File: config.mk
export PLATFORM = sky130hd
export DESIGN_NAME = bce_ram
export DESIGN_NICKNAME = d
export VERILOG_FILES = /design/src/rtl/bce_ram.sv
export SDC_FILE = /design/constraint.sdc
export NUM_CORES = 1
export LEC_CHECK = 0
export BUFFER_PORTS_ARGS = -buffer_cell sky130_fd_sc_hd__buf_2
export CELL_PAD_IN_SITES_DETAIL_PLACEMENT = 0
export CELL_PAD_IN_SITES_GLOBAL_PLACEMENT = 1
export CORE_MARGIN = 2
export CORE_UTILIZATION = 55
export DETAILED_ROUTE_END_ITERATION = 12
export GPL_TIMING_DRIVEN = 0
export PLACE_DENSITY = 0.87
export REMOVE_ABC_BUFFERS = 1
export SLEW_MARGIN = 0
export SYNTH_ARGS = -nofsm -noshare
export SYNTH_HDL_FRONTEND = slang
export SYNTH_SLANG_ARGS = --single-unit
File: constraint.sdc
create_clock -name clk_i -period 8.9 [get_ports clk_i]
set_input_delay 1.335 -clock clk_i [delete_from_list [all_inputs] [get_ports clk_i]]
set_output_delay 1.335 -clock clk_i [all_outputs]
set_load 0.02 [all_outputs]
File: src/rtl/bce_ram.sv
// generic simple dual port ram with registered read
`default_nettype none

module bce_ram #(
  parameter int WIDTH = 64,
  parameter int DEPTH = 16,
  parameter int AW    = (DEPTH > 1) ? $clog2(DEPTH) : 1
) (
  input  wire logic             clk_i,
  input  wire logic             we_i,
  input  wire logic [AW-1:0]    waddr_i,
  input  wire logic [WIDTH-1:0] wdata_i,
  input  wire logic             re_i,
  input  wire logic [AW-1:0]    raddr_i,
  output logic      [WIDTH-1:0] rdata_o
);

  logic [WIDTH-1:0] mem_q [DEPTH];
  logic [WIDTH-1:0] rdata_q;

  // write port
  always_ff @(posedge clk_i) begin
    if (we_i) begin
      mem_q[waddr_i] <= wdata_i;
    end
  end

  // registered read port
  always_ff @(posedge clk_i) begin
    if (re_i) begin
      rdata_q <= mem_q[raddr_i];
    end
  end

  assign rdata_o = rdata_q;

endmodule

`default_nettype wire

==> results.cfg, run 1 <==
[logic_synthesis]
synth-seq-cells = 1088
synth_cell_types = 17
syn-cell-area_um2 = 40200
synth_cells = 1647
yosysTopAreaCellShare = 0.812
synth_warnings = 0
yosysTopAreaCell = edfxtp_1
ys_seq_area_frac = 0.812
syn_avg_cell_area_um2 = 24.4
netlist_top_cells_area = edfxtp_1, mux4_2, a22oi_1

[floorplan]
coreArea_um2 = 72700
num_rows = 99
die_w_um = 274
floorplan.initialDensity = 0.553
die_h_um = 274
dieArea_um2 = 75300
io_pins = 139

[worst_setup_path]
worstPathArrival_ps = 3870
slowest_stage = mux4_2
cpPeakStageDelay_ps = 620
worst-path-buf-inv = 4
crit_required_ps = 9290
cp_common_cell = buf_16
critical_path.max_fanout = 58
critical_path_class = in -> reg
crit_chain = buf_8, buf_16, buf_16, buf_16, mux4_2, a22oi_1, nand2_1
start_kind = input port
crit_family = buffers and inverters
worst_setup_path_end_kind = register

[timing]
finalCritPeriodShare = 0.392
whs_ps = 747
relSlewSlack = 0.308
rsz0062_at_grt = no
layout_min_cycle_time_ps = 3490
worst_pin_slew_ps = 1030
drv_slew = 0
fmaxAchievable_ghz = 0.287
setup_violations = 0
fin_skew_ps = 26.1
hold_violations = 0

[placement]
numPortBuffers = 138
gp_congestion = 0.677
dpl.hpwl_um = 51900

[cts]
cts.path.max_buffers = 3
h-tree-depth = 3
cts_resized = 0
cts_tree = yes
clk_latency_ps = 660
numCtsBuffers = 102
cts_root_buffer = clkbuf_16
hold_buffers = 0
clk_pin_slew_ps = 60
cts_num_sinks = 1088
post_cts_buffers = 0

[detailed_routing]
wl_per_cell_um = 32.1
drtPass1Iterations = 5
drc = 0
vias = 19200
ant_nets = 0
post_drt_via_cell_ratio = 6.52
wl_um = 94500
drtIter0Drc = 2710

[final_layout]
register_area_um2 = 32700
drive_above_1_share = 0.328
nets = 1967
area_growth_pct = 16.5
multiInputGateArea_um2 = 7230
fill_cells = 4372

[power_and_ir_drop]
power_leakage_nw = 15.1
power_density_nw_per_um2 = 231
total_power_mw = 10.8
ir_drop_v = 0.000148

[grt]
antenna_found_initial = 9
track_usage = 0.257
gr-total-overflow = 0
grt_start_max_net_pins = 105
first_global_vias = 19900
grt_first_pass_wirelength_um = 137000

[min_path]
hold_class = reg -> reg

[flow_run]
cap_violations = 0

[status]
status = finished, final reports clean
==> worst reg2reg max path, cell delays in order, from the launching register on <==
cell	delay [ps]
edfxtp_1	440
mux4_2	540
a22oi_1	220
nand2_1	110
==> cell families after synthesis <==
group	synth area share
simple gates	0.00927
compound gates	0.0239
flops	0.812
buf+inv	0.0112
mux	0.143
==> power breakdown <==
part	internal, mW	total (mW)	switching, mW
Combinational	0.217	0.545	0.329
Sequential	5.77	5.81	0.0405
Clock	2.65	4.48	1.84
==> flip-flops by register name, indices dropped and copies added, names as in the netlist <==
name     cells
rdata_o     64
mem_q     1024
==> worst paths after layout <==
path | start | to | slack, ps | depth (start not counted)
worst max-delay path | raddr_i[0] | rdata_o[35] | 5410 | 7
worst min-delay path | mem_q[15][45] | rdata_o[45] | 750 | 3
worst max register to register | mem_q[9][35] | rdata_o[35] | 7340 | 3
worst min register to register | mem_q[15][45] | rdata_o[45] | 750 | 3
==> synthesized netlist by cell type <==
cell type,number
a22oi_1,128
and2_1,1
edfxtp_1,1088
buf_2,13
nand2b_1,2
clkbuf_1,36
nor2_1,13
mux4_2,256
buf_6,13
buf_4,6
nor2b_1,2
or3b_2,1
nand3_1,1
nor3_1,4
nand3b_1,2
nand2_1,65
buf_1,16
==> placed cells by master (no fill, tap or decap), drive strengths merged <==
cell / synthesis / final
nor2b: 2 / 2
nor3: 4 / 4
diode: 0 / 5
bufinv: 0 / 17
inv: 0 / 4
or3b: 1 / 1
buf: 48 / 225
nand3b: 2 / 2
nand2b: 2 / 2
nand2: 65 / 65
clkinvlp: 0 / 3
clkbuf: 36 / 121
clkinv: 0 / 46
mux4: 256 / 256
nand3: 1 / 1
edfxtp: 1088 / 1088
and2: 1 / 1
a22oi: 128 / 128
nor2: 13 / 13
==> layer usage <==
metal,GRT usage,vias to the layer above,share of wire
li1,-,7630,-
met1,0.339,10100,0.35
met2,0.426,1281,0.51
met3,0.0610,184,0.11
met4,0.0868,8,0.027
met5,0,-,0.00062
==> metrics by stage <==
step / instance area (µm²) / worst slack [ps] / utilization / cells / setup TNS (ps)
detailed placement: 43400 / 4690 / 0.597 / 2747 / 0
global route: 46900 / 5170 / 0.645 / 2941 / 0
finish: 46900 / 5410 / 0.645 / 2943 / 0
global placement: 41700 / -3850 / 0.573 / 2660 / -966800
floorplan: 39800 / 2140 / - / 1563 / 0
CTS: 46900 / 5340 / 0.645 / 2938 / 0
==> final cells by class <==
type | instances | share of cell area
sequential | 1088 | 0.697
multi-input combinational | 475 | 0.154
clock buffer | 121 | 0.0573
timing repair buffer | 225 | 0.0490
tap | 959 | 0.0256
clock inverter | 70 | 0.0165
antenna | 5 | 0.000267
(Power assumes the default switching activity.)
==> inputs of run 2 (changes only) <==
ABC_AREA = 1   (was default)
CORE_UTILIZATION = 45   (was 55)
PLACE_DENSITY = 0.83   (was 0.87)
clock period = 2.9 ns   (was 8.9 ns; I/O delays follow)
==> results.cfg, run 2 <==
[power_and_ir_drop]
pwr-share-clk = 0.400
sequentialPowerShare = 0.537
p_sw_frac = 0.219
ir_drop_v = 0.000389
intPower_mw = 25.9
p_sw_mw = 7.26
share_comb_of_total_power = 0.063
power_leakage_nw = 21.8
power_density_nw_per_um2 = 636

[cts]
cts.path.max_buffers = 3
cts_tree = yes
hold_buffers = 0
cts_root_buffer = clkbuf_16
clk_pin_slew_ps = 70
clk_latency_ps = 670
h-tree-depth = 3
cts_resized = 0
cts_num_sinks = 1088
post_cts_buffers = 0
numCtsBuffers = 103

[placement]
gp_congestion = 0.692
placed_area_um2 = 48700
dpl.hpwl_um = 57600
dp_cells = 5571
numPortBuffers = 138
dpl_worst_slack_ps = -368

[status]
status = finished, final reports clean

[final_layout]
final_cell_mix = nand2_1, edfxtp_1, inv_1
final_common_cell = nand2_1
largest_reg_flops = 1024
drive_above_1_share = 0.0849
largest_register = mem_q
stdcell_count = 5762
final_area_um2 = 52100
nets = 4383
area_growth_pct = 13.4
fill_cells = 8437

[floorplan]
dieArea_um2 = 105000
num_rows = 117
die_w_um = 323
floorplan.initialDensity = 0.453
io_pins = 139
coreArea_um2 = 101000
die_h_um = 323

[logic_synthesis]
syn_avg_cell_area_um2 = 10.9
synth_edf_count = 1088
synth_top_flop_cell = edfxtp_1
synth-seq-cells = 1088
synth_cell_types = 14
ys_seq_area_frac = 0.711
ys_async_sr_fraction = 0
synth_cells = 4210
yosys-top-cells-count = nand2_1, edfxtp_1, inv_1, nand3_1, buf_2
yosysMostFrequentCell = nand2_1
netlist_top_cells_area = edfxtp_1, nand2_1, nand3_1
synth_warnings = 0
syn-cell-area_um2 = 45900
yosysTopAreaCellShare = 0.711
yosysTopAreaCell = edfxtp_1

[detailed_routing]
vias = 28700
ant_nets = 0
wl_um = 107000
post_drt_via_cell_ratio = 4.98
drtIter0Drc = 2741
wl_per_cell_um = 18.6
drc = 0
drtPass1Iterations = 5

[timing]
fin_ws_ps = 121
hold_violations = 0
whs_ps = 120
setup_violations = 0
finalCritPeriodShare = 0.958
rsz0062_at_grt = no
relSlewSlack = 0.369
fin_skew_ps = 18.6
fmaxAchievable_ghz = 0.360
worst_pin_slew_ps = 945
drv_slew = 0
layout_min_cycle_time_ps = 2780

[grt]
track_usage = 0.205
grtUsageMet1 = 0.279
grt_start_max_net_pins = 192
busiest_layer = met2
antenna_found_initial = 14
grt_use_met2 = 0.338
use_met3 = 0.0340
grt_first_pass_wirelength_um = 161000
gr-total-overflow = 0
first_global_vias = 27500

[worst_setup_path]
crit_required_ps = 3280
reg2reg_slack_ps = 1680
critical_path.max_fanout = 191
worstPathArrival_ps = 3160
start_kind = input port
critical_path_class = in -> reg
worst_setup_path_end_kind = register
ff2ff_path_depth = 6

[flow_run]
cap_violations = 0

[min_path]
hold_class = in -> reg
hold_depth = 1
[run 2: cells by family (layout without fill, tap and decap cells)]
| logic type | Yosys count | count (layout) | synth area share |
|---|---|---|---|
| other | 0 | 2 | 0 |
| AND/OR/NAND/NOR | 2137 | 2137 | 0.196 |
| buffers and inverters | 985 | 1167 | 0.0928 |
| flip-flops | 1088 | 1088 | 0.711 |
[run 2: power by group through the flow]
| stage | combinational [mW] | clock (mW) | sequential [mW] |
|---|---|---|---|
| floorplan | 0.928 | 0 | 18.2 |
| global placement | 2.14 | 0 | 18.2 |
| detailed placement | 2.07 | 0 | 18.1 |
| CTS | 2.08 | 13.4 | 17.8 |
| global route | 2.30 | 14.1 | 17.8 |
| finish | 2.07 | 13.3 | 17.8 |
[run 2: layer usage]
layer / routed length [µm] / share of wire
met2: 50900 / 0.48
met4: 2130 / 0.020
met5: 95 / 0.00089
met1: 45800 / 0.43
met3: 8070 / 0.075
[run 2: worst max-delay path: stages]
cell     delay, ps
buf_8          250
buf_16         330
inv_16         500
buf_16         580
nand2_1        150
nand3_1        130
nand3_1         90
nand3_1         90
nand2_1        150
[run 2: final timing paths]
check / startpoint / to
hold reg to reg: mem_q[10][38] / rdata_o[38]
setup reg to reg: mem_q[6][37] / rdata_o[37]
hold / removal: wdata_i[36] / mem_q[15][36]
setup / recovery: raddr_i[0] / rdata_o[37]
[run 2: stage by stage]
step	total power, mW	TNS [ps]	utilization
detailed placement	20.2	-14710	0.480
global route	34.2	0	0.513
CTS	33.3	0	0.513
global placement	20.3	-6027370	0.463
finish	33.1	0	0.513
floorplan	19.2	-921770	-
[run 2: cell type report]
| cell class | instances | area (µm²) | share of cell area |
|---|---|---|---|
| Antenna cell | 2 | 5.00 | 0.0000961 |
| Clock buffer | 126 | 2690 | 0.0516 |
| Clock inverter | 63 | 648 | 0.0124 |
| Inverter | 774 | 2940 | 0.0564 |
| Multi-Input combinational cell | 2137 | 9110 | 0.175 |
| Sequential cell | 1088 | 32700 | 0.627 |
| Tap cell | 1368 | 1710 | 0.0329 |
| Timing Repair Buffer | 204 | 2300 | 0.0442 |
