`src/rtl/bce_pkg.sv`:
```
// shared types, constants and the binomial coefficient table of the bezier evaluator
`default_nettype none

package bce_pkg;

  // configuration register
  localparam int CFG_W = 4;
  localparam logic [CFG_W-1:0] CFG_DEGREE_RESET = 4'd3;

  // highest degree the index fields can carry
  localparam int MAX_DEG = 15;
  localparam int IDX_W = 4;

  // request opcodes
  localparam logic OP_LOAD = 1'b0;
  localparam logic OP_EVAL = 1'b1;

  // binomial coefficients up to degree 15 fit in 13 bits
  localparam int BINOM_W = 13;
  localparam int BINOM_N = (MAX_DEG + 1) * (MAX_DEG + 1);

  typedef logic [0:BINOM_N-1][BINOM_W-1:0] binom_table_t;

  // request and result payloads
  typedef struct packed {
    logic               op;
    logic [IDX_W-1:0]   point_index;
    logic signed [31:0] point_x;
    logic signed [31:0] point_y;
    logic [15:0]        param_t;
  } bce_req_t;

  typedef struct packed {
    logic signed [31:0] curve_x;
    logic signed [31:0] curve_y;
    logic               overflow;
  } bce_res_t;

  // controller states
  typedef enum logic [2:0] {
    ST_IDLE,
    ST_POW,
    ST_RD,
    ST_WGT,
    ST_MUL,
    ST_ACC,
    ST_FIN
  } bce_state_e;

  // controller to datapath commands
  typedef struct packed {
    logic             start;
    logic             pow_en;
    logic             rd_en;
    logic             wgt_en;
    logic             mul_en;
    logic             acc_en;
    logic             fin_en;
    logic [IDX_W-1:0] t_idx;
    logic [IDX_W-1:0] u_idx;
    logic [IDX_W-1:0] n;
  } bce_cmd_t;

  // datapath to controller status
  typedef struct packed {
    logic out_busy;
  } bce_status_t;

  // pascal triangle, row r and column k at r*(MAX_DEG+1)+k
  function automatic binom_table_t build_binom_table();
    binom_table_t tbl;
    tbl = '0;
    for (int r = 0; r <= MAX_DEG; r++) begin
      for (int k = 0; k <= r; k++) begin
        if (k == 0 || k == r) begin
          tbl[r*(MAX_DEG+1)+k] = BINOM_W'(1);
        end else begin
          tbl[r*(MAX_DEG+1)+k] = tbl[(r-1)*(MAX_DEG+1)+k-1] + tbl[(r-1)*(MAX_DEG+1)+k];
        end
      end
    end
    return tbl;
  endfunction

  localparam binom_table_t BINOM_TABLE = build_binom_table();

endpackage

`default_nettype wire

```
`src/rtl/bce_ctrl.sv`:
```
// controller: degree register, request handshake and evaluation sequencing
`default_nettype none

module bce_ctrl #(
  parameter int MAX_POINTS = 16,
  parameter int AW         = (MAX_POINTS > 1) ? $clog2(MAX_POINTS) : 1
) (
  input  wire logic                         clk_i,
  input  wire logic                         rst_ni,
  input  wire logic                         cfg_we_i,
  input  wire logic [bce_pkg::CFG_W-1:0]    cfg_wdata_i,
  input  wire logic                         req_valid_i,
  input  wire logic                         req_op_i,
  input  wire logic [bce_pkg::IDX_W-1:0]    req_index_i,
  output logic                              req_ready_o,
  output logic                              ram_we_o,
  output logic [AW-1:0]                     ram_waddr_o,
  output logic                              ram_re_o,
  output logic [AW-1:0]                     ram_raddr_o,
  output bce_pkg::bce_cmd_t                 cmd_o,
  input  wire bce_pkg::bce_status_t         status_i
);
  import bce_pkg::*;

  localparam int NMAX = (MAX_POINTS - 1 < MAX_DEG) ? MAX_POINTS - 1 : MAX_DEG;
  localparam int EXT_W = 6;

  bce_state_e       state_q, state_d;
  logic [CFG_W-1:0] cfg_degree_q;
  logic [IDX_W-1:0] cnt_q, cnt_d;
  logic [IDX_W-1:0] n_eff;
  logic [EXT_W-1:0] widx_ext;
  logic [EXT_W-1:0] ridx_ext;

  // degree clamped to the table size
  assign n_eff = (cfg_degree_q > IDX_W'(NMAX)) ? IDX_W'(NMAX) : cfg_degree_q;

  // ram addresses from the 4-bit indexes
  assign widx_ext    = {{(EXT_W-IDX_W){1'b0}}, req_index_i};
  assign ridx_ext    = {{(EXT_W-IDX_W){1'b0}}, cnt_q};
  assign ram_waddr_o = widx_ext[AW-1:0];
  assign ram_raddr_o = ridx_ext[AW-1:0];

  // degree register
  always_ff @(posedge clk_i or negedge rst_ni) begin
    if (!rst_ni) begin
      cfg_degree_q <= CFG_DEGREE_RESET;
    end else if (cfg_we_i) begin
      cfg_degree_q <= cfg_wdata_i;
    end
  end

  // state and counter registers
  always_ff @(posedge clk_i or negedge rst_ni) begin
    if (!rst_ni) begin
      state_q <= ST_IDLE;
      cnt_q   <= '0;
    end else begin
      state_q <= state_d;
      cnt_q   <= cnt_d;
    end
  end

  // next state and commands
  always_comb begin
    state_d     = state_q;
    cnt_d       = cnt_q;
    req_ready_o = 1'b0;
    ram_we_o    = 1'b0;
    ram_re_o    = 1'b0;
    cmd_o       = '0;
    cmd_o.n     = n_eff;
    cmd_o.t_idx = cnt_q;
    cmd_o.u_idx = n_eff - cnt_q;
    unique case (state_q)
      ST_IDLE: begin
        req_ready_o = 1'b1;
        if (req_valid_i) begin
          if (req_op_i == OP_LOAD) begin
            ram_we_o = (widx_ext < EXT_W'(MAX_POINTS));
          end else begin
            cmd_o.start = 1'b1;
            if (n_eff == '0) begin
              cnt_d   = '0;
              state_d = ST_RD;
            end else begin
              cnt_d   = IDX_W'(1);
              state_d = ST_POW;
            end
          end
        end
      end
      ST_POW: begin
        cmd_o.pow_en = 1'b1;
        if (cnt_q == n_eff) begin
          cnt_d   = '0;
          state_d = ST_RD;
        end else begin
          cnt_d = cnt_q + IDX_W'(1);
        end
      end
      ST_RD: begin
        cmd_o.rd_en = 1'b1;
        ram_re_o    = 1'b1;
        state_d     = ST_WGT;
      end
      ST_WGT: begin
        cmd_o.wgt_en = 1'b1;
        state_d      = ST_MUL;
      end
      ST_MUL: begin
        cmd_o.mul_en = 1'b1;
        state_d      = ST_ACC;
      end
      ST_ACC: begin
        cmd_o.acc_en = 1'b1;
        if (cnt_q == n_eff) begin
          state_d = ST_FIN;
        end else begin
          cnt_d   = cnt_q + IDX_W'(1);
          state_d = ST_RD;
        end
      end
      ST_FIN: begin
        if (!status_i.out_busy) begin
          cmd_o.fin_en = 1'b1;
          state_d      = ST_IDLE;
        end
      end
      default: begin
        state_d = ST_IDLE;
      end
    endcase
  end

endmodule

`default_nettype wire

```
`config.mk`:
```
export PLATFORM = sky130hd
export DESIGN_NAME = bce_ctrl
export DESIGN_NICKNAME = d
export VERILOG_FILES = /design/src/rtl/bce_pkg.sv /design/src/rtl/bce_ctrl.sv
export SDC_FILE = /design/constraint.sdc
export NUM_CORES = 1
export LEC_CHECK = 0
export BUFFER_PORTS_ARGS = -buffer_cell sky130_fd_sc_hd__buf_4
export CAP_MARGIN = 20
export CELL_PAD_IN_SITES_DETAIL_PLACEMENT = 0
export CELL_PAD_IN_SITES_GLOBAL_PLACEMENT = 1
export CORE_MARGIN = 2
export CORE_UTILIZATION = 33
export CTS_CLUSTER_SIZE = 24
export DETAILED_ROUTE_END_ITERATION = 8
export PLACE_DENSITY = 0.83
export REMOVE_ABC_BUFFERS = 1
export SLEW_MARGIN = 10
export SYNTH_ARGS = -nofsm -noshare
export SYNTH_HDL_FRONTEND = slang
export SYNTH_SLANG_ARGS = --single-unit
```
`constraint.sdc`:
```
create_clock -name clk_i -period 3.8 [get_ports clk_i]
set_input_delay 0.19 -clock clk_i [delete_from_list [all_inputs] [get_ports clk_i]]
set_output_delay 0.19 -clock clk_i [all_outputs]
set_load 0.01 [all_outputs]
```
==> summary by stage, run 1 <==
Status
The flow ran to the end, and the final reports show no timing, DRC or antenna violations.

Clocking
The TritonCTS clock tree is yes. The number of sinks driven by the clock tree is 11. Clock-pin slew was measured on the worst setup and hold paths at 0.07 ns. Post-CTS repair changed the size of 0 cells. At the later pin of the worst-skew pair, clock insertion delay measures 0.27 ns. The longest clock path from root to sink contains 2 buffers.

The master cell of the clock root buffer is clkbuf_4. Buffers inserted during clock tree synthesis total 3. The maximum level of the CTS H-tree is 1.

Setup path
The arrival time reported for the critical path endpoint is 1.82 ns. The worst-case reg-to-reg path depth is 5. STA classifies the critical path endpoint as an output port. The worst setup path is launched from a flip-flop. The endpoint of the worst register-to-register path is state_q[0]. The critical path is of the reg -> out type. The largest fanout on the critical path is 7. The startpoint of the lowest-slack register-to-register path is ram_raddr_o[2]. Following the worst setup path forward leads to its endpoint at cmd_o[7]. The required arrival time at the worst endpoint is 3.61 ns. The beginning of the critical path is ram_raddr_o[1]. The worst-case register-to-register setup slack is 2.02 ns.

GRT
The first global-routing pass estimated 3.15 mm of wire. The initial antenna violation count is 0. Global routing finished with a remaining overflow of 0. Global routing used 14.8% of the available tracks across all layers. The number of global-route vias before repair was 737. Entering global routing, the biggest net connects 14 pins.

Synthesis
Summing the areas of all compound-gate instances in the mapped netlist gives 14.0% of the synthesized area. dfrtp_1 takes more of the synthesized area than any other cell. The synthesized netlist devotes 23.5% of its cell area to simple gates. The cell count after synthesis came out at 93.

The parity-gate share of the synthesized area counting xor and xnor cells is 3.23%. The combined area of all synthesized cells is 815 µm². The mean area per synthesized cell is 8.76 µm². The share of synthesized cell area in full adder, half adder and majority cells is 8.60%.

After synthesis, the netlist uses 32 different library cells. Among all flip-flop cells after synthesis, the most frequent one is dfrtp_1. By area the synthesized netlist is led by dfrtp_1, buf_4, dfstp_2. Synthesis inferred 11 register bits. During synthesis, Yosys emitted a total of 0 warnings. Counting flops with a built-in enable in the synthesized netlist gives 0. Multiplexer cells account for 2.76% of the synthesized area. For this run, asynchronously set or reset flops after synthesis account for 100%. After synthesis, the largest area contributor takes up 27.6% of total cell area.

Sequential cells were found to cover 34.1% of the synthesized design area. The largest family of logic cells by synthesized area is simple AND/OR/NAND/NOR gates.

Timing
Setup repair after global routing left no endpoint under its margin. The count of final max-slew check failures is 0. Setup violations remaining at the end of the flow were counted as 0. The worst path uses 52.9% of the clock period. For the pin with the worst max-slew slack, the measured transition is 0.383 ns. In the final timing run, aggregate negative setup slack is 0 ns. The number of hold violations in the final report is 0. Across all setup checks in the final design, the least slack found is 1.79 ns. The highest clock rate is 497 MHz. On the final layout, the worst clock skew is 0.00590 ns. Measured against its own limit, the worst slew margin works out to 74.4%. Subtracting the final worst setup slack from the clock period gives 2.01 ns.

Place
At the end of routability-driven placement, the weighted congestion stood at 0.837. The cell count after placement is 148. The post-DP HPWL is 1.47 mm. Input and output buffers added on the ports amount to 35. The post-placement worst setup slack is 2.05 ns.

Route
The number of nets still failing antenna checks after routing is 0. The post-route DRC violation count is 0. The number of vias in the routed layout is 770.

The routed length on met3 is 106 µm. In the final routed layout, each cell accounts on average for 12.6 µm. The number of optimization iterations in the first detailed-route pass is 4.

Dividing the detail-routed via count by the number of cells gives 5.03. Summed over all layers, the routed wires come to 1.92 mm. The detailed router put a total of 869 µm of wire on met1. The met2 wire length is 915 µm. In this run, the number of DRC markers left after iteration 0 of detailed routing was 15. The highest metal layer used by the detailed router is met4.

Power and ir drop
VDD sags by at most 0.410 mV. Dividing total power by cell area gives a power density of 700 nW/µm². The analysis attributes to cell leakage a power of 0.556 nW.

Die
The floorplan step defined a core boundary enclosing 2410 µm². The initial utilization of the core area, before any placement, comes to 33.8%. The die covers 2880 µm². Measured along the x axis, the die boundary spans 53.7 µm. Row generation in the floorplan step produced 18 rows.

Pin placement for this block handled 44 I/O pins. The vertical extent of the die is 53.7 µm.

Cells and area
The finished layout holds 153 standard cells, fillers aside. The top cell types in the final layout, fill and taps aside, are buf_4, inv_1, dfrtp_1, nand3_1. The share of post-route cells with drive strength above 1 is 36.6%.

The net count of the finished layout is 143. The number of antenna diodes in the final layout is 0. The post-synthesis to final-layout area growth is 31.6%.

Leaving out fill and tap cells, the most frequent cell in the layout is buf_4.

Worst hold path
The worst hold path belongs to the class in -> reg.

Flow run
The tool flagged a number of max-cap violations equal to 0.
==> cells by family (layout without fill, tap and decap cells) <==
| kind of cell | after synthesis | in the layout |
|---|---|---|
| adders and majority gates | 5 | 5 |
| and+or+nand+nor | 37 | 37 |
| AOI/OAI and AO/OA | 16 | 16 |
| DFF | 11 | 11 |
| buffers and inverters | 19 | 49 |
| muxes | 2 | 2 |
| xor gates and xnor gates | 3 | 3 |
==> layout make-up <==
type | count | area [µm²]
Clock buffer | 4 | 26.3
Fill cell | 244 | 1340
Inverter | 9 | 33.8
Multi-Input combinational cell | 63 | 424
Sequential cell | 11 | 278
Tap cell | 30 | 37.5
Timing Repair Buffer | 36 | 273
==> critical path: stages (launching register included) <==
cell	delay (ns)
dfrtp_1	0.49
inv_1	0.08
ha_1	0.30
a21o_1	0.18
a21oi_1	0.16
xor2_1	0.20
buf_4	0.15
==> report_power, final <==
part | internal [W] | switching, W | leakage (nW) | total, W
logic | 0.000234 | 0.000222 | 0.406 | 0.000456
clock network | 0.0000407 | 0.0000394 | 0.0150 | 0.0000801
registers | 0.000152 | 0.0000626 | 0.134 | 0.000215
total | 0.000427 | 0.000324 | 0.556 | 0.000751
==> layer usage <==
| layer | global-route usage [%] | vias up |
|---|---|---|
| met5 | 0 | - |
| met4 | 6.41 | 0 |
| met3 | 2.22 | 4 |
| met2 | 25.0 | 35 |
| met1 | 18.5 | 355 |
| li1 | - | 376 |
==> cell usage after synthesis, types with 2 or more instances <==
master / count
buf_4: 9
dfrtp_1: 9
inv_1: 9
nand3_1: 8
nand2_1: 7
nor2_1: 7
nor2b_1: 6
o21ai_0: 5
ha_1: 4
a21o_1: 2
and2_1: 2
dfstp_2: 2
mux2_2: 2
nor3_1: 2
xor2_1: 2
==> repair_timing <==
action / CTS / global route
hold buffers: 1 / 0
setup buffers: 0 / 0
endpoints found under the hold margin: 11 / 0
==> through the flow <==
stage	utilization, %	total power, W	area (µm²)	hold WS, ns
6_report	44.5	0.000751	1070	0.122
5_1_grt	44.5	0.000818	1070	0.139
4_1_cts	44.5	0.000759	1070	0.116
3_5_place_dp	43.0	0.000674	1040	0.0320
3_3_place_gp	43.0	0.000668	1040	0.0321
2_1_floorplan	-	0.000461	736	-0.106
==> how the worst min path moves through the flow <==
stage                        start              end  cells after the start
after floorplan             rst_ni  cfg_degree_q[2]                      0
after global placement      rst_ni   ram_raddr_o[1]                      1
after detailed placement    rst_ni   ram_raddr_o[0]                      1
after CTS                 cfg_we_i  cfg_degree_q[0]                      2
after global routing      cfg_we_i  cfg_degree_q[1]                      2
final                     cfg_we_i  cfg_degree_q[0]                      2
==> flip-flops by register name, indices dropped and copies added (netlist names) <==
register / flops
cfg_degree_q: 4
state_q: 3
ram_raddr_o: 4
No activity file was read; power rests on OpenSTA's default activity.
==> run 2, diff against run 1 <==
--- a/config.mk
+++ b/config.mk
@@ -10,10 +10,10 @@
 export CELL_PAD_IN_SITES_DETAIL_PLACEMENT = 0
 export CELL_PAD_IN_SITES_GLOBAL_PLACEMENT = 1
 export CORE_MARGIN = 2
-export CORE_UTILIZATION = 33
+export CORE_UTILIZATION = 27
 export CTS_CLUSTER_SIZE = 24
 export DETAILED_ROUTE_END_ITERATION = 8
-export PLACE_DENSITY = 0.83
+export PLACE_DENSITY = 0.73
 export REMOVE_ABC_BUFFERS = 1
 export SLEW_MARGIN = 10
 export SYNTH_ARGS = -nofsm -noshare
==> constraint.sdc (replaced) <==
create_clock -name clk_i -period 1.75 [get_ports clk_i]
set_input_delay 0.0875 -clock clk_i [delete_from_list [all_inputs] [get_ports clk_i]]
set_output_delay 0.0875 -clock clk_i [all_outputs]
set_load 0.01 [all_outputs]
==> run 2 against run 1 <==
- the run now ends with design-rule violations, negative setup slack left
- die area increased by 20%
- clock skew is essentially flat
- sequential power up 91%
- core utilization down 2.0 points
- clock-buffer cell count did not move
- register-to-register slack worse by 2.0 ns
- critical endpoint is now cmd_o[5]
- largest cell class unchanged
- largest power group unchanged
==> summary by stage, run 2 (synthesized netlist as in run 1, its figures left out) <==
Clocking
The master cell of the clock root buffer is clkbuf_4. The clock-pin slew reported for the worst setup and hold paths after clock tree synthesis was 0.07 ns (about the same). The number of sinks driven by the clock tree is 11 (unchanged). The clock insertion delay at the later pin of the skew report came to 0.26 ns (about the same). The CTS buffer count came to 3 (unchanged).

The maximum level of the CTS H-tree came to 1 (unchanged). The maximum root-to-sink buffer count is 2 (unchanged). TritonCTS built the clock tree.

Route
The post-route DRC violation count was 1 (+1). The number of vias in the routed layout is 795 (+3.2%). The number of nets still failing antenna checks after routing came to 0 (unchanged). The number of optimization iterations in the first detailed-route pass is 6 (+2). The number of DRC violations after detailed-routing iteration 0 is 9 (-6). The via-per-instance ratio was 4.82 (-4.3%). The average wire per cell in the routed design is 13.3 µm (+6.2%). The detailed-route wire length is 2.20 mm (+15%).

Timing
Based on the critical path, the design can be clocked at up to 571 MHz. Setup repair after global routing could not meet its margin everywhere. The worst-case clock skew is 0.00609 ns (+0.000189 ns). The max-slew headroom at the worst pin is 74.1% (-0.27 points). The final critical path takes up 100% of the cycle. The setup slack of the critical path after layout was -0.00135 ns (-1.79 ns). The final sum of negative setup slack is -0.00135 ns (-0.00135 ns). The smallest clock period supported by the final layout is computed as 1.75 ns.

The number of hold violations in the final report came to 0 (unchanged). The slew at the pin with the worst max-slew slack is 0.387 ns (+0.00471 ns). The count of final setup violators was 1 (+1).

The count of final max-slew check failures was 0 (unchanged).

GRT
The number of global-route vias before repair was 765 (+3.8%). The overall track demand over capacity in global routing came to 14.2% (-0.59 points). The total congestion overflow after global routing is 0 (unchanged).

The maximum number of pins on one net before global-route repair is 12 (-2). The global-route wire length before repair came to 3.68 mm (+17%). The initial antenna violation count is 0 (unchanged).

Cells and area
The top cell types in the final layout, fill and taps aside, are buf_4, dfrtp_1, nand3_1. The post-route non-filler standard cell count came to 165 (+7.8%). The net count of the finished layout is 154 (+7.7%). Leaving out fill and tap cells, the most frequent cell in the layout is buf_4. The final antenna diode count is 0 (unchanged).

The post-synthesis to final-layout area growth is 46.2%. The number of inserted filler cells in the final layout is 300 (+23%). The share of post-route cells with drive strength above 1 was 46.3% (+9.7 points).

Setup path
The largest fanout on the critical path was 2 (-5). The count of buffering cells on the critical path with inverters included is 3 (+1). In this design, the critical path's most frequently occurring cell is inv_2. The arrival time reported for the critical path endpoint is 1.66 ns (-0.16 ns).

The critical path is of the reg -> out type. The startpoint identified for the worst register-to-register timing path is cfg_degree_q[1]. The category of cells accounting for the largest share of critical-path delay is adder cells. The largest individual stage delay along the critical path comes from the cell dfstp_2. The critical path goes through inv_2 > ha_4 > fa_2 > inv_2 > buf_6. In this run the critical register-to-register path is captured at state_q[0].

The worst-case reg-to-reg path depth is 4 (-1). The beginning of the critical path is cfg_degree_q[0]. The delay of the slowest critical-path stage is 0.54 ns (+0.05 ns). The sort of element at the end of the critical path is an output port. The worst-case register-to-register setup slack was 0.03 ns (-1.99 ns). The kind of start point of the critical path is a flip-flop. The required arrival time at the worst endpoint is 1.66 ns (-1.95 ns).

Die
The site row count is 19 (+1). The initial core utilization is 29.0% (-4.8 points). The I/O pin count was 44 (unchanged). The width of the chip came to 58.9 µm (+9.8%). The area enclosed by the die boundary is 3470 µm² (+20%).

The core footprint came to 2810 µm² (+16%). The vertical extent of the die is 58.9 µm (+9.8%).

Place
The post-DP HPWL is 1.74 mm (+18%). The port buffer count was 35 (unchanged). The cell count after placement is 156 (+5.4%).

The routability congestion estimate from global placement is 0.825 (-1.4%).

Power and ir drop
The power per cell area is 1510 nW/µm² (+120%). The leakage power is 0.609 nW (+9.6%). The largest vdd supply drop was 0.625 mV (+52%).

Status
The checks that failed: design-rule violations, negative setup slack. The run finished, with violations left.

Worst hold path
The path class of the tightest hold or removal check is in -> reg. The critical hold path startpoint is cfg_we_i. The capture endpoint of the worst hold path is cfg_degree_q[1].

The number of cells on the worst hold path is 2 (unchanged).

Flow run
The number of max-cap violations is 0 (unchanged).
[run 2: cell types whose count changed in the layout (fill, tap and decap cells not counted), sizes merged]
| cell | delta |
|---|---|
| buf | +11 |
[run 2: final cells by class]
type / count / area (µm²) / share of cell area [%]
multi-input combinational: 63 / 455 / 38.2
timing repair buffer: 47 / 359 / 30.1
sequential: 11 / 278 / 23.3
tap: 31 / 38.8 / 3.26
inverter: 9 / 33.8 / 2.84
clock buffer: 4 / 26.3 / 2.21
[run 2: worst max-delay path by stage]
stage                     slack, ns  cells past startpoint          to
after detailed placement     -0.005                      5  state_q[0]
after CTS                     -0.01                      5    cmd_o[5]
after global placement         0.03                      5  state_q[0]
after global routing          -0.08                      5    cmd_o[7]
after floorplan               0.003                      5  state_q[0]
final                        -0.001                      5    cmd_o[5]
[run 2: metal layers]
layer / up-vias / global-route usage, % / wire length (µm)
met5: - / 0 / 0
met2: 18 / 23.0 / 1140
met4: 0 / 3.90 / 19
met1: 382 / 18.6 / 975
met3: 2 / 3.74 / 67
li1: 393 / - / -
[run 2: power by group]
| part | internal (W) | switching, W | total [W] |
|---|---|---|---|
| Combinational | 0.000630 | 0.000595 | 0.00122 |
| Sequential | 0.000331 | 0.0000795 | 0.000410 |
| Clock | 0.0000880 | 0.0000779 | 0.000166 |
[run 2: timing repair]
action                                  in CTS  in global routing
endpoints found under the setup margin       4                  4
hold endpoints to repair                    11                  0
hold buffers                                 1                  0
setup buffers                                3                  1
cloned                                       0                  0
pin swaps                                    3                  0
gates resized for setup                      8                  0
[run 2: through the flow]
step	total power [W]	instance area (µm²)	setup WS, ns	hold WS (ns)	util (%)
6_report	0.00180	1190	-0.00135	0.0210	42.5
5_1_grt	0.00196	1190	-0.0750	0.0308	42.5
4_1_cts	0.00182	1180	-0.0117	0.0157	42.2
2_1_floorplan	0.00100	736	0.00346	-0.208	-
3_5_place_dp	0.00154	1090	-0.00465	-0.0676	38.8
3_3_place_gp	0.00153	1090	0.0348	-0.0672	38.8
